File: config.mk
export PLATFORM = sky130hd
export DESIGN_NAME = msort_cell
export DESIGN_NICKNAME = d
export VERILOG_FILES = /design/src/rtl/core/msort_pkg.sv /design/src/rtl/core/msort_cell.sv
export SDC_FILE = /design/constraint.sdc
export NUM_CORES = 1
export LEC_CHECK = 0
export BUFFER_PORTS_ARGS = -buffer_cell sky130_fd_sc_hd__buf_2
export CAP_MARGIN = 20
export CORE_AREA = 8 8 87 89
export CTS_CLUSTER_DIAMETER = 120
export CTS_CLUSTER_SIZE = 40
export DETAILED_ROUTE_END_ITERATION = 8
export DIE_AREA = 0 0 95 97
export GPL_ROUTABILITY_DRIVEN = 0
export PLACE_DENSITY = 0.84
export SLEW_MARGIN = 20
export SYNTH_ARGS = -nofsm -noshare
export SYNTH_HDL_FRONTEND = slang
export SYNTH_SLANG_ARGS = --single-unit
export TNS_END_PERCENT = 30
File: constraint.sdc
create_clock -name i_clk -period 11.17 [get_ports i_clk]
set_clock_uncertainty 0.05 [all_clocks]
set_input_delay 3.351 -clock i_clk [delete_from_list [all_inputs] [get_ports i_clk]]
set_output_delay 3.351 -clock i_clk [all_outputs]
set_load 0.05 [all_outputs]
File: src/rtl/core/msort_pkg.sv
// Shared constants, types and cell control for the merge sorter unit.
`timescale 1ns / 1ps

package msort_pkg;

    localparam int CAPACITY = 64;
    localparam int KEY_BITS = 32;
    localparam int CNT_BITS = $clog2(CAPACITY + 1);

    typedef logic signed [KEY_BITS-1:0] t_key;
    typedef logic [CNT_BITS-1:0] t_count;

    typedef enum logic {
        ST_LOAD,
        ST_EMIT
    } t_state;

    typedef struct packed {
        logic load;
        logic drain;
    } t_cell_ctl;

endpackage

File: src/rtl/core/msort_cell.sv
// One sorting cell: holds one key, inserts in order and drains toward the head.
`timescale 1ns / 1ps

module msort_cell (
    input  logic               i_clk,
    input  msort_pkg::t_cell_ctl i_ctl,
    input  msort_pkg::t_key    i_key,
    input  logic               i_occupied,
    input  msort_pkg::t_key    i_prev_key,
    input  logic               i_prev_gt,
    input  msort_pkg::t_key    i_next_key,
    output msort_pkg::t_key    o_key,
    output logic               o_gt
);
    import msort_pkg::*;

    t_key r_key;
    t_key n_key;

    // An empty cell behaves as if it held a key above every other key.
    // Equal keys do not move, so a new key lands after its equals.
    assign o_gt = !i_occupied || (r_key > i_key);
    assign o_key = r_key;

    always_comb begin
        n_key = r_key;
        if (i_ctl.load && o_gt) begin
            n_key = i_prev_gt ? i_prev_key : i_key;
        end else if (i_ctl.drain) begin
            n_key = i_next_key;
        end
    end

    always_ff @(posedge i_clk) begin
        r_key <= n_key;
    end

endmodule

==> results of run 1 <==
## kinds of logic (layout without fill, tap and decap cells)
group / Yosys count / after routing / synth area share (%)
AO/OA/AOI/OAI: 60 / 60 / 13.1
adder cells (fa/ha/maj): 32 / 32 / 15.0
buffers and inverters: 45 / 177 / 7.20
flip-flops: 32 / 32 / 35.9
multiplexers: 33 / 33 / 18.0
AND/OR/NAND/NOR: 61 / 61 / 10.9
## report_power, final
group | internal [mW] | switching, mW | total [mW]
clock network | 0.0662 | 0.0429 | 0.109
logic | 0.103 | 0.186 | 0.289
registers | 0.168 | 0.0137 | 0.182
## worst min-delay path, stage by stage (launching register included)
cell and delay (ps):
sky130_fd_sc_hd__edfxtp_1 370, sky130_fd_sc_hd__ha_1 270, sky130_fd_sc_hd__o311ai_4 140, sky130_fd_sc_hd__buf_4 320, sky130_fd_sc_hd__mux2_4 260
## cell type report
class                           count  area (sq um)
Multi-Input combinational cell    186          1520
Clock inverter                      2          35.0
Fill cell                         565          2710
Timing Repair Buffer              134           673
Inverter                           35           131
Sequential cell                    32           961
Tap cell                           77          96.3
Clock buffer                        6          72.6
## metal layers
| layer | global-route usage (%) | vias up |
|---|---|---|
| met1 | 17.9 | 1113 |
| li1 | - | 1207 |
| met4 | 4.21 | 0 |
| met3 | 4.95 | 9 |
| met2 | 29.4 | 88 |
| met5 | 0 | - |
## how the worst max path moves through the flow
stage / cells past startpoint / slack [ps] / to / from
after floorplan: 8 / 2560 / o_gt / i_key[31]
after global placement: 10 / 2320 / o_gt / i_key[31]
after detailed placement: 10 / 2190 / o_gt / i_key[31]
after CTS: 10 / 2190 / o_gt / i_key[31]
after global routing: 10 / 2080 / o_gt / i_key[31]
final: 10 / 2170 / o_gt / i_key[31]
## cell usage after synthesis
cell                        number  area share (%)
sky130_fd_sc_hd__a221oi_1        1            0.33
sky130_fd_sc_hd__nand4_1         8             1.9
sky130_fd_sc_hd__inv_1          35             4.9
sky130_fd_sc_hd__mux2_4         29              16
sky130_fd_sc_hd__a21o_1          1            0.28
sky130_fd_sc_hd__ha_1           32              15
sky130_fd_sc_hd__clkbuf_1        6            0.84
sky130_fd_sc_hd__edfxtp_1       32              36
sky130_fd_sc_hd__and3_4          1            0.42
sky130_fd_sc_hd__o21a_1          1            0.28
sky130_fd_sc_hd__or2_2           1            0.23
sky130_fd_sc_hd__buf_6           3             1.3
sky130_fd_sc_hd__a21oi_1        16             3.0
sky130_fd_sc_hd__o21ai_0        35             6.5
sky130_fd_sc_hd__nand2_1        40             5.6
sky130_fd_sc_hd__a21bo_2         1            0.37
sky130_fd_sc_hd__or3_1           1            0.23
sky130_fd_sc_hd__a2bb2oi_2       1            0.56
sky130_fd_sc_hd__o21ai_1         1            0.19
sky130_fd_sc_hd__buf_2           1            0.19
sky130_fd_sc_hd__or4_4           1            0.42
sky130_fd_sc_hd__nand3_1         3            0.56
sky130_fd_sc_hd__o311ai_4        1            0.98
sky130_fd_sc_hd__nand2b_4        1            0.51
sky130_fd_sc_hd__nor2b_1         1            0.23
sky130_fd_sc_hd__nor4_1          1            0.23
sky130_fd_sc_hd__o211ai_1        2            0.56
sky130_fd_sc_hd__nor3_1          3            0.56
sky130_fd_sc_hd__mux2_2          4             1.7
==> flow_summary.toml, run 1 <==
[status]
result_of_the_run = "finished clean"

[yosys]
synthesis.yosys.warnings = 0
syn_avg_cell_area_sq_um = 10.2
netlist_area_sq_um = 2680
synth.ff_latch_count = 32
synth_cell_type_count = 29
synth.net_count = 396
post_synth_inst_count = 263
synth.yosys.seq_area_share_pct = 35.9

[global_route]
grt_antenna_before_repair = 0
wire_length_of_the_first_global_routing_pass_mm = 12.1
grt_pass1_vias = 2597
pin_count_of_the_biggest_net_entering_global_routing = 64
grt_overflow = 0
globalRouteTotalUtil_pct = 16.4

[timing]
postLayoutSetupSlackWorst_ps = 2170
setup_tns_ps = 0
max-slew-margin-rel_pct = 36.2
report.final.setup_viol = 0
min_period_over_period_pct = 80.6
final_hold_viol_count = 0
max_freq_mhz = 111
fin_crit_ps = 9000
fin_worst_hold_slack_ps = 1420
timing.final.max_slew_violations = 0
grt_setup_unrepaired = "no"
slew_of_the_pin_with_the_lowest_slew_margin_ps = 957

[routing]
detail_route.first_pass.iterations = 4
routed_wirelength_mm = 7.50
detailed_route_via_count = 2417
maxUsedRoutingLayer = "met4"
route.met2.wl_mm = 3.77
met3WireLength_um = 595
post_drt_wl_per_cell_um = 15.9
drtAntennaViolNets = 0
detail_route.iter0.violations = 75
via_per_inst = 5.12
wl_met1_mm = 3.06
drc = 0

[setup_path]
crit_type = "in2out"
cp.required_ps = 7770
critPathBufInv = 3
r2r-end = "o_key[31]"
critPathMaxFanout = 6
reg2reg_from = "o_key[31]"
critical_path.top_delay_family = "simple AND/OR/NAND/NOR gates"
path_depth_of_the_worst_reg2reg_path = 8
startpoint_type = "primary input"
critPathArrivalTime_ps = 5600
critPathCaptureType = "primary output"
slowest_delay_ps = 580
timing.critical_path.cells = "buf_2 > inv_1 > ha_1 > nand4_1 > or4_4 > nor3_1 > nor3_1 > o21a_1 > a21bo_2 > buf_2"
slowest_stage_cell_crit_path = "sky130_fd_sc_hd__or4_4"
timing.reg2reg.setup_slack_ps = 7790

[hold_path]
worstHoldEndpoint = "o_key[9]"
worstHoldPathCells = 4
worstHoldPathType = "reg2reg"
worstHoldStart = "o_key[31]"

[cells_and_area]
final-instance-count-excl-fill = 472
largest_register_ff_count = 32
final_layout_size_suffix_gt1_share_pct = 45.8
layout-area-overhead-vs-synth_pct = 30.5
layout_common_cells = "133 x sky130_fd_sc_hd__buf_2, 40 x sky130_fd_sc_hd__nand2_1, 35 x sky130_fd_sc_hd__inv_1, 35 x sky130_fd_sc_hd__o21ai_0"
nets = 527
num_antenna_cells = 0
final_common_cell = "sky130_fd_sc_hd__buf_2"
postLayoutCellArea_sq_um = 3490
postLayoutCoreUtil_pct = 56.3

[clocking]
cts_inserted_buffers = 5
cts-resized-gates = 0
post-cts-setup-buffers = 0
h-tree-depth = 2
number_of_buffers_added_to_fix_hold_violations_after_cts = 0
cts_tree = "done"
max-clock-path-buffers = 2
cts-root-buf = "sky130_fd_sc_hd__clkbuf_8"
clock_sink_count = 32
clock_latency_ps = 280
clkTransAtPathRegs_ps = 70

[floorplanning]
die_h_um = 97
std_cell_rows = 29
die_width_um = 95
fp.coreArea_sq_um = 6200
ios = 134
initial_core_util_pct = 43.1
fp.dieArea_sq_um = 9220

[power_and_ir_drop]
total_power_mw = 0.579
max-vdd-ir-drop_v = 0.0000971
total_leakage_power_nw = 1.82
power_density_nw_per_um2 = 166

[placed_design]
placement.cell_area_sq_um = 3380
place_hpwl_mm = 6.08
post-place-cells = 464
buffer_ports.inserted = 133
pre_cts_ws_ps = 2190

[run]
maxCapViolCount = 0
No activity file was read; power rests on OpenSTA's default activity.
==> run 2: changes to the inputs <==
==> constraint.sdc (replaced) <==
create_clock -name i_clk -period 9.2 [get_ports i_clk]
set_clock_uncertainty 0.05 [all_clocks]
set_input_delay 2.76 -clock i_clk [delete_from_list [all_inputs] [get_ports i_clk]]
set_output_delay 2.76 -clock i_clk [all_outputs]
set_load 0.05 [all_outputs]
==> run 2 against run 1 <==
Effect of this change:
- sequential power is 21% higher
- via count is 0.74% lower
- sequential share of layout area is 0.24 points higher
- first-iteration DRC count is 25% higher
- critical endpoint unchanged
- worst hold slack worse by 18 ps
- critical path type unchanged
- routed wire length is 1.3% lower
- register-to-register slack worse by 2000 ps
==> flow_summary.toml, run 2 (synthesis gave the netlist of run 1 again) <==
[cells_and_area]
num_antenna_cells = 0
layout-area-overhead-vs-synth_pct = 29.4
final-instance-count-excl-fill = 471
layout_common_cells = "133 x sky130_fd_sc_hd__buf_2, 40 x sky130_fd_sc_hd__nand2_1, 35 x sky130_fd_sc_hd__inv_1, 35 x sky130_fd_sc_hd__o21ai_0"
final_layout_size_suffix_gt1_share_pct = 45.7
largest_register_ff_count = 32
final_common_cell = "sky130_fd_sc_hd__buf_2"
nets = 527
postLayoutCellArea_sq_um = 3460

[placed_design]
place_hpwl_mm = 6.09
buffer_ports.inserted = 133
post-place-cells = 464
placement.cell_area_sq_um = 3380

[setup_path]
startpoint_type = "primary input"
crit_type = "in2out"
cp.required_ps = 6390
critPathCaptureType = "primary output"
crit_path_start = "i_key[31]"
critPathArrivalTime_ps = 5010
critPathMaxFanout = 6
reg2reg_from = "o_key[31]"

[routing]
drc = 0
detail_route.first_pass.iterations = 4
routed_wirelength_mm = 7.41
post_drt_wl_per_cell_um = 15.7
detailed_route_via_count = 2399
via_per_inst = 5.09
drtAntennaViolNets = 0
detail_route.iter0.violations = 94

[clocking]
clock_sink_count = 32
cts-root-buf = "sky130_fd_sc_hd__clkbuf_8"
clkTransAtPathRegs_ps = 60
cts_tree = "done"
number_of_buffers_added_to_fix_hold_violations_after_cts = 0
cts_inserted_buffers = 5
clock_latency_ps = 280
h-tree-depth = 2
cts-resized-gates = 0
post-cts-setup-buffers = 0
max-clock-path-buffers = 2

[global_route]
wire_length_of_the_first_global_routing_pass_mm = 12.3
grt_pass1_vias = 2612
globalRouteTotalUtil_pct = 16.5
grt_overflow = 0
grt_antenna_before_repair = 0
pin_count_of_the_biggest_net_entering_global_routing = 64

[timing]
max-slew-margin-rel_pct = 37.4
max_freq_mhz = 128
timing.final.max_slew_violations = 0
setup_tns_ps = 0
slew_of_the_pin_with_the_lowest_slew_margin_ps = 940
final_hold_viol_count = 0
min_period_over_period_pct = 85.0
report.final.setup_viol = 0
fin_crit_ps = 7820
grt_setup_unrepaired = "no"

[hold_path]
worstHoldPathType = "reg2reg"
worstHoldStart = "o_key[31]"

[floorplanning]
std_cell_rows = 29
initial_core_util_pct = 43.1
ios = 134
die_h_um = 97
die_width_um = 95
fp.dieArea_sq_um = 9220
fp.coreArea_sq_um = 6200

[status]
result_of_the_run = "finished clean"

[power_and_ir_drop]
max-vdd-ir-drop_v = 0.0000993
power_density_nw_per_um2 = 194
total_leakage_power_nw = 1.81

[run]
maxCapViolCount = 0
-- run 2: cell count changes in the layout (fill, tap and decap cells not counted), sizes merged --
| cell | change |
|---|---|
| bufinv | -1 |
-- run 2: cell type report --
class	instances	area, sq um
multi-input combinational	186	1520
clock buffer	6	72.6
fill	584	2740
inverter	35	131
timing repair buffer	134	673
sequential	32	961
clock inverter	1	5.00
tap	77	96.3
-- run 2: report_power, final --
group	total [mW]	internal, mW	switching, mW	leakage (nW)
clock network	0.101	0.0513	0.0493	0.0410
registers	0.220	0.204	0.0166	0.327
logic	0.349	0.125	0.224	1.44
total	0.670	0.380	0.290	1.81
-- run 2: worst paths after layout --
check / slack (ps) / depth (start not counted) / to
max: 1380 / 10 / o_gt
min: 1400 / 4 / o_key[28]
max reg2reg: 5830 / 8 / o_key[0]
min reg2reg: 1400 / 4 / o_key[28]
-- run 2: critical path: stages --
cell and delay [ps]:
sky130_fd_sc_hd__buf_2 80, sky130_fd_sc_hd__inv_1 40, sky130_fd_sc_hd__ha_1 400, sky130_fd_sc_hd__nand4_1 180, sky130_fd_sc_hd__or4_4 570, sky130_fd_sc_hd__nor3_1 270, sky130_fd_sc_hd__nor3_1 120, sky130_fd_sc_hd__o21a_1 200
sky130_fd_sc_hd__a21bo_2 180, sky130_fd_sc_hd__buf_2 210
-- run 2: per-stage QoR --
step	worst slack, ps	util, %	power [mW]	hold slack [ps]
after CTS	1400	55.8	0.680	1430
after floorplan	1780	-	0.487	1390
final	1380	55.8	0.670	1400
after global placement	1530	54.5	0.563	1380
after detailed placement	1400	54.5	0.576	1400
after global routing	1190	55.8	0.712	1490
-- run 2: per-layer routing --
metal | vias to the layer above | share of wire (%) | GRT usage, %
li1 | 1202 | - | -
met1 | 1080 | 39 | 18.5
met2 | 106 | 51 | 29.2
met3 | 11 | 9.2 | 5.02
met4 | 0 | 1.1 | 4.33
met5 | - | 0 | 0
==> run 3: changes to the inputs <==
--- a/config.mk
+++ b/config.mk
@@ -5,15 +5,16 @@
 export SDC_FILE = /design/constraint.sdc
 export NUM_CORES = 1
 export LEC_CHECK = 0
+export ABC_AREA = 1
 export BUFFER_PORTS_ARGS = -buffer_cell sky130_fd_sc_hd__buf_2
 export CAP_MARGIN = 20
-export CORE_AREA = 8 8 87 89
+export CORE_AREA = 8 8 86 88
 export CTS_CLUSTER_DIAMETER = 120
 export CTS_CLUSTER_SIZE = 40
 export DETAILED_ROUTE_END_ITERATION = 8
-export DIE_AREA = 0 0 95 97
+export DIE_AREA = 0 0 94 96
 export GPL_ROUTABILITY_DRIVEN = 0
-export PLACE_DENSITY = 0.84
+export PLACE_DENSITY = 0.85
 export SLEW_MARGIN = 20
 export SYNTH_ARGS = -nofsm -noshare
 export SYNTH_HDL_FRONTEND = slang
==> run 3 against run 2 <==
Effect of this change:
- worst hold slack worse by 120 ps
- die area down 2.1%
- synthesized area down 0.37%
- largest power group unchanged
- core utilization up 0.26 points
- via count up 14%
- synthesized cell count up 37%
==> flow_summary.toml, run 3 <==
[power_and_ir_drop]
power.switching_fraction_pct = 43.3
total_leakage_power_nw = 1.94
switchingPower_mw = 0.245
max-vdd-ir-drop_v = 0.0000816
seq_power_share_pct = 36.4
power_density_nw_per_um2 = 165
pint_mw = 0.320
power.share.combinational_pct = 45.3
power.share.clock_pct = 18.3
total_power_mw = 0.565

[cells_and_area]
layout_common_cells = "135 x sky130_fd_sc_hd__nand2_1, 133 x sky130_fd_sc_hd__buf_2, 42 x sky130_fd_sc_hd__inv_1, 35 x sky130_fd_sc_hd__nand3_1, 33 x sky130_fd_sc_hd__o21ai_0"
final_layout_size_suffix_gt1_share_pct = 29.9
layout-area-overhead-vs-synth_pct = 28.2
final_common_cell = "sky130_fd_sc_hd__nand2_1"
num_antenna_cells = 0
largest_register_ff_count = 32
nets = 617

[clocking]
clock_sink_count = 32
cts_tree = "done"
cts-root-buf = "sky130_fd_sc_hd__clkbuf_8"
clkTransAtPathRegs_ps = 70
cts-resized-gates = 0
number_of_buffers_added_to_fix_hold_violations_after_cts = 0
clock_latency_ps = 280
cts_inserted_buffers = 5
max-clock-path-buffers = 2
post-cts-setup-buffers = 0
h-tree-depth = 2

[yosys]
synth_enable_flop_cells = 32
synth_area_leader_cell = "sky130_fd_sc_hd__edfxtp_1"
synth.net_count = 493
post_synth_fa_ha_maj_area_fraction_pct = 15.0
synth_top_family_by_area = "simple AND/OR/NAND/NOR gates"
synthTopCellsByArea = "sky130_fd_sc_hd__edfxtp_1 36%, sky130_fd_sc_hd__nand2_1 19%, sky130_fd_sc_hd__ha_1 15%, sky130_fd_sc_hd__nand3_1 6.6%, sky130_fd_sc_hd__o21ai_0 6.2%"
synth_top_flop_cell = "sky130_fd_sc_hd__edfxtp_1"
synthesis.yosys.warnings = 0
most_used_standard_cell_by_instance_count_after_synthesis = "sky130_fd_sc_hd__nand2_1"
netlist_area_sq_um = 2670
synth_cell_type_count = 20
syn_avg_cell_area_sq_um = 7.41
post_synth_simple_gate_area_pct = 29.2
synth_compound_gate_area_share_pct = 9.67
synth.mux.area_fraction_pct = 0.422
synth-xor-area-share_pct = 0
synth-async-reset-ratio_pct = 0
post_synth_most_frequent_cells = "135 x sky130_fd_sc_hd__nand2_1, 42 x sky130_fd_sc_hd__inv_1, 35 x sky130_fd_sc_hd__nand3_1, 33 x sky130_fd_sc_hd__o21ai_0"
post_synth_inst_count = 360
synth.ff_latch_count = 32
synth.yosys.seq_area_share_pct = 36.0
synth.top_cell.area_share_pct = 36.0

[routing]
routed_wirelength_mm = 7.61
drtAntennaViolNets = 0
via_per_inst = 4.85
drc = 0
post_drt_wl_per_cell_um = 13.5
detail_route.iter0.violations = 124
detailed_route_via_count = 2726
detail_route.first_pass.iterations = 4

[placed_design]
buffer_ports.inserted = 133
place_hpwl_mm = 6.04

[global_route]
grt_overflow = 0
grt.busiest_layer = "met2"
grt_antenna_before_repair = 0
groute.layer.met2.usage_pct = 29.3
met1_usage_pct = 19.0
wire_length_of_the_first_global_routing_pass_mm = 12.0
grt_pass1_vias = 2658
globalRouteTotalUtil_pct = 16.5
use_met3_pct = 3.90
pin_count_of_the_biggest_net_entering_global_routing = 64

[floorplanning]
ios = 134
die_h_um = 96
initial_core_util_pct = 43.7
die_width_um = 94
fp.dieArea_sq_um = 9020
fp.coreArea_sq_um = 6100
std_cell_rows = 29

[timing]
slew_of_the_pin_with_the_lowest_slew_margin_ps = 919
final_hold_viol_count = 0
max-slew-margin-rel_pct = 38.7
timing.final.max_slew_violations = 0
fin_worst_hold_slack_ps = 1280
fin_crit_ps = 7490
max_freq_mhz = 134
grt_setup_unrepaired = "no"
report.final.setup_viol = 0
setup_tns_ps = 0
min_period_over_period_pct = 81.4

[run]
maxCapViolCount = 0

[setup_path]
crit_path_start = "i_key[31]"
slowest_delay_ps = 350
critPathCaptureType = "primary output"
crit_type = "in2out"
setup.worst_path.end = "o_gt"
path_depth_of_the_worst_reg2reg_path = 12
critical-path-top-cell-by-count = "sky130_fd_sc_hd__nand2_1"
slowest_stage_cell_crit_path = "sky130_fd_sc_hd__ha_1"
critPathArrivalTime_ps = 4680
critPathMaxFanout = 34
timing.reg2reg.setup_slack_ps = 6090
cp.required_ps = 6390
startpoint_type = "primary input"
reg2reg_from = "o_key[31]"
r2r-end = "o_key[17]"
timing.critical_path.cells = "buf_2 > inv_1 > ha_1 > a21oi_1 > o21a_1 > nand2_1 > a21oi_1 > nand2_1 > nand2_1 > nand3_2 > nand2_4 > buf_2"

[hold_path]
worstHoldPathType = "reg2reg"

[status]
result_of_the_run = "finished clean"
run 3: changes by cell type after synthesis, sizes merged, moves of 6 or more:
cell,previous run,this run
inv,35,42
mux2,33,1
nand2,40,137
nand3,3,36
nand4,8,2
nor2,0,10
run 3: area by class of cell:
cell class	count	area, sq um
clock inverter	1	3.75
clock buffer	7	76.3
sequential	32	961
tap	77	96.3
timing repair buffer	134	673
fill	597	2680
inverter	42	158
multi-input combinational	269	1450
run 3: routing by layer:
| layer | part of all wire (%) | routed length [um] | up-vias |
|---|---|---|---|
| li1 | - | - | 1425 |
| met1 | 41 | 3120 | 1196 |
| met2 | 51 | 3880 | 97 |
| met3 | 7.0 | 529 | 8 |
| met4 | 1.1 | 86 | 0 |
| met5 | 0 | 0 | - |
run 3: worst min path at each step:
| stage | startpoint | to | slack (ps) | cells past startpoint |
|---|---|---|---|---|
| global route | o_key[31] | o_key[25] | 1420 | 7 |
| global placement | o_key[31] | o_key[12] | 1280 | 7 |
| finish | o_key[31] | o_key[26] | 1280 | 6 |
| detailed placement | o_key[31] | o_key[20] | 1290 | 7 |
| CTS | o_key[31] | o_key[25] | 1310 | 6 |
| floorplan | o_key[31] | o_key[0] | 1310 | 7 |
run 3: kinds of logic (layout without fill, tap and decap cells):
group / after synthesis / after routing
DFF: 32 / 32
and+or+nand+nor: 186 / 186
buffers and inverters: 59 / 184
muxes: 1 / 1
AOI/OAI and AO/OA: 50 / 50
adders and majority gates: 32 / 32
run 3: power groups by stage:
| stage | combinational, mW | sequential, mW | clock (mW) |
|---|---|---|---|
| 6_report | 0.256 | 0.205 | 0.103 |
| 4_1_cts | 0.259 | 0.206 | 0.107 |
| 5_1_grt | 0.284 | 0.208 | 0.111 |
| 2_1_floorplan | 0.112 | 0.288 | 0 |
| 3_5_place_dp | 0.258 | 0.209 | 0 |
| 3_3_place_gp | 0.253 | 0.207 | 0 |
run 3: worst max-delay path, delay by kind of cell:
family / cells / cell delay (ps)
AO/OA/AOI/OAI: 3 / 500
adder cells (fa/ha/maj): 1 / 350
buffers and inverters: 3 / 470
AND/OR/NAND/NOR: 5 / 610
run 3: per-stage QoR:
| stage | util [%] | instance area, sq um | worst slack (ps) | instances |
|---|---|---|---|---|
| 6_report | 56.1 | 3420 | 1710 | 562 |
| 5_1_grt | 56.1 | 3420 | 1490 | 562 |
| 4_1_cts | 56.1 | 3420 | 1670 | 562 |
| 3_5_place_dp | 54.7 | 3340 | 1680 | 554 |
| 3_3_place_gp | 54.7 | 3340 | 1740 | 554 |
| 2_1_floorplan | - | 2670 | 2260 | 360 |
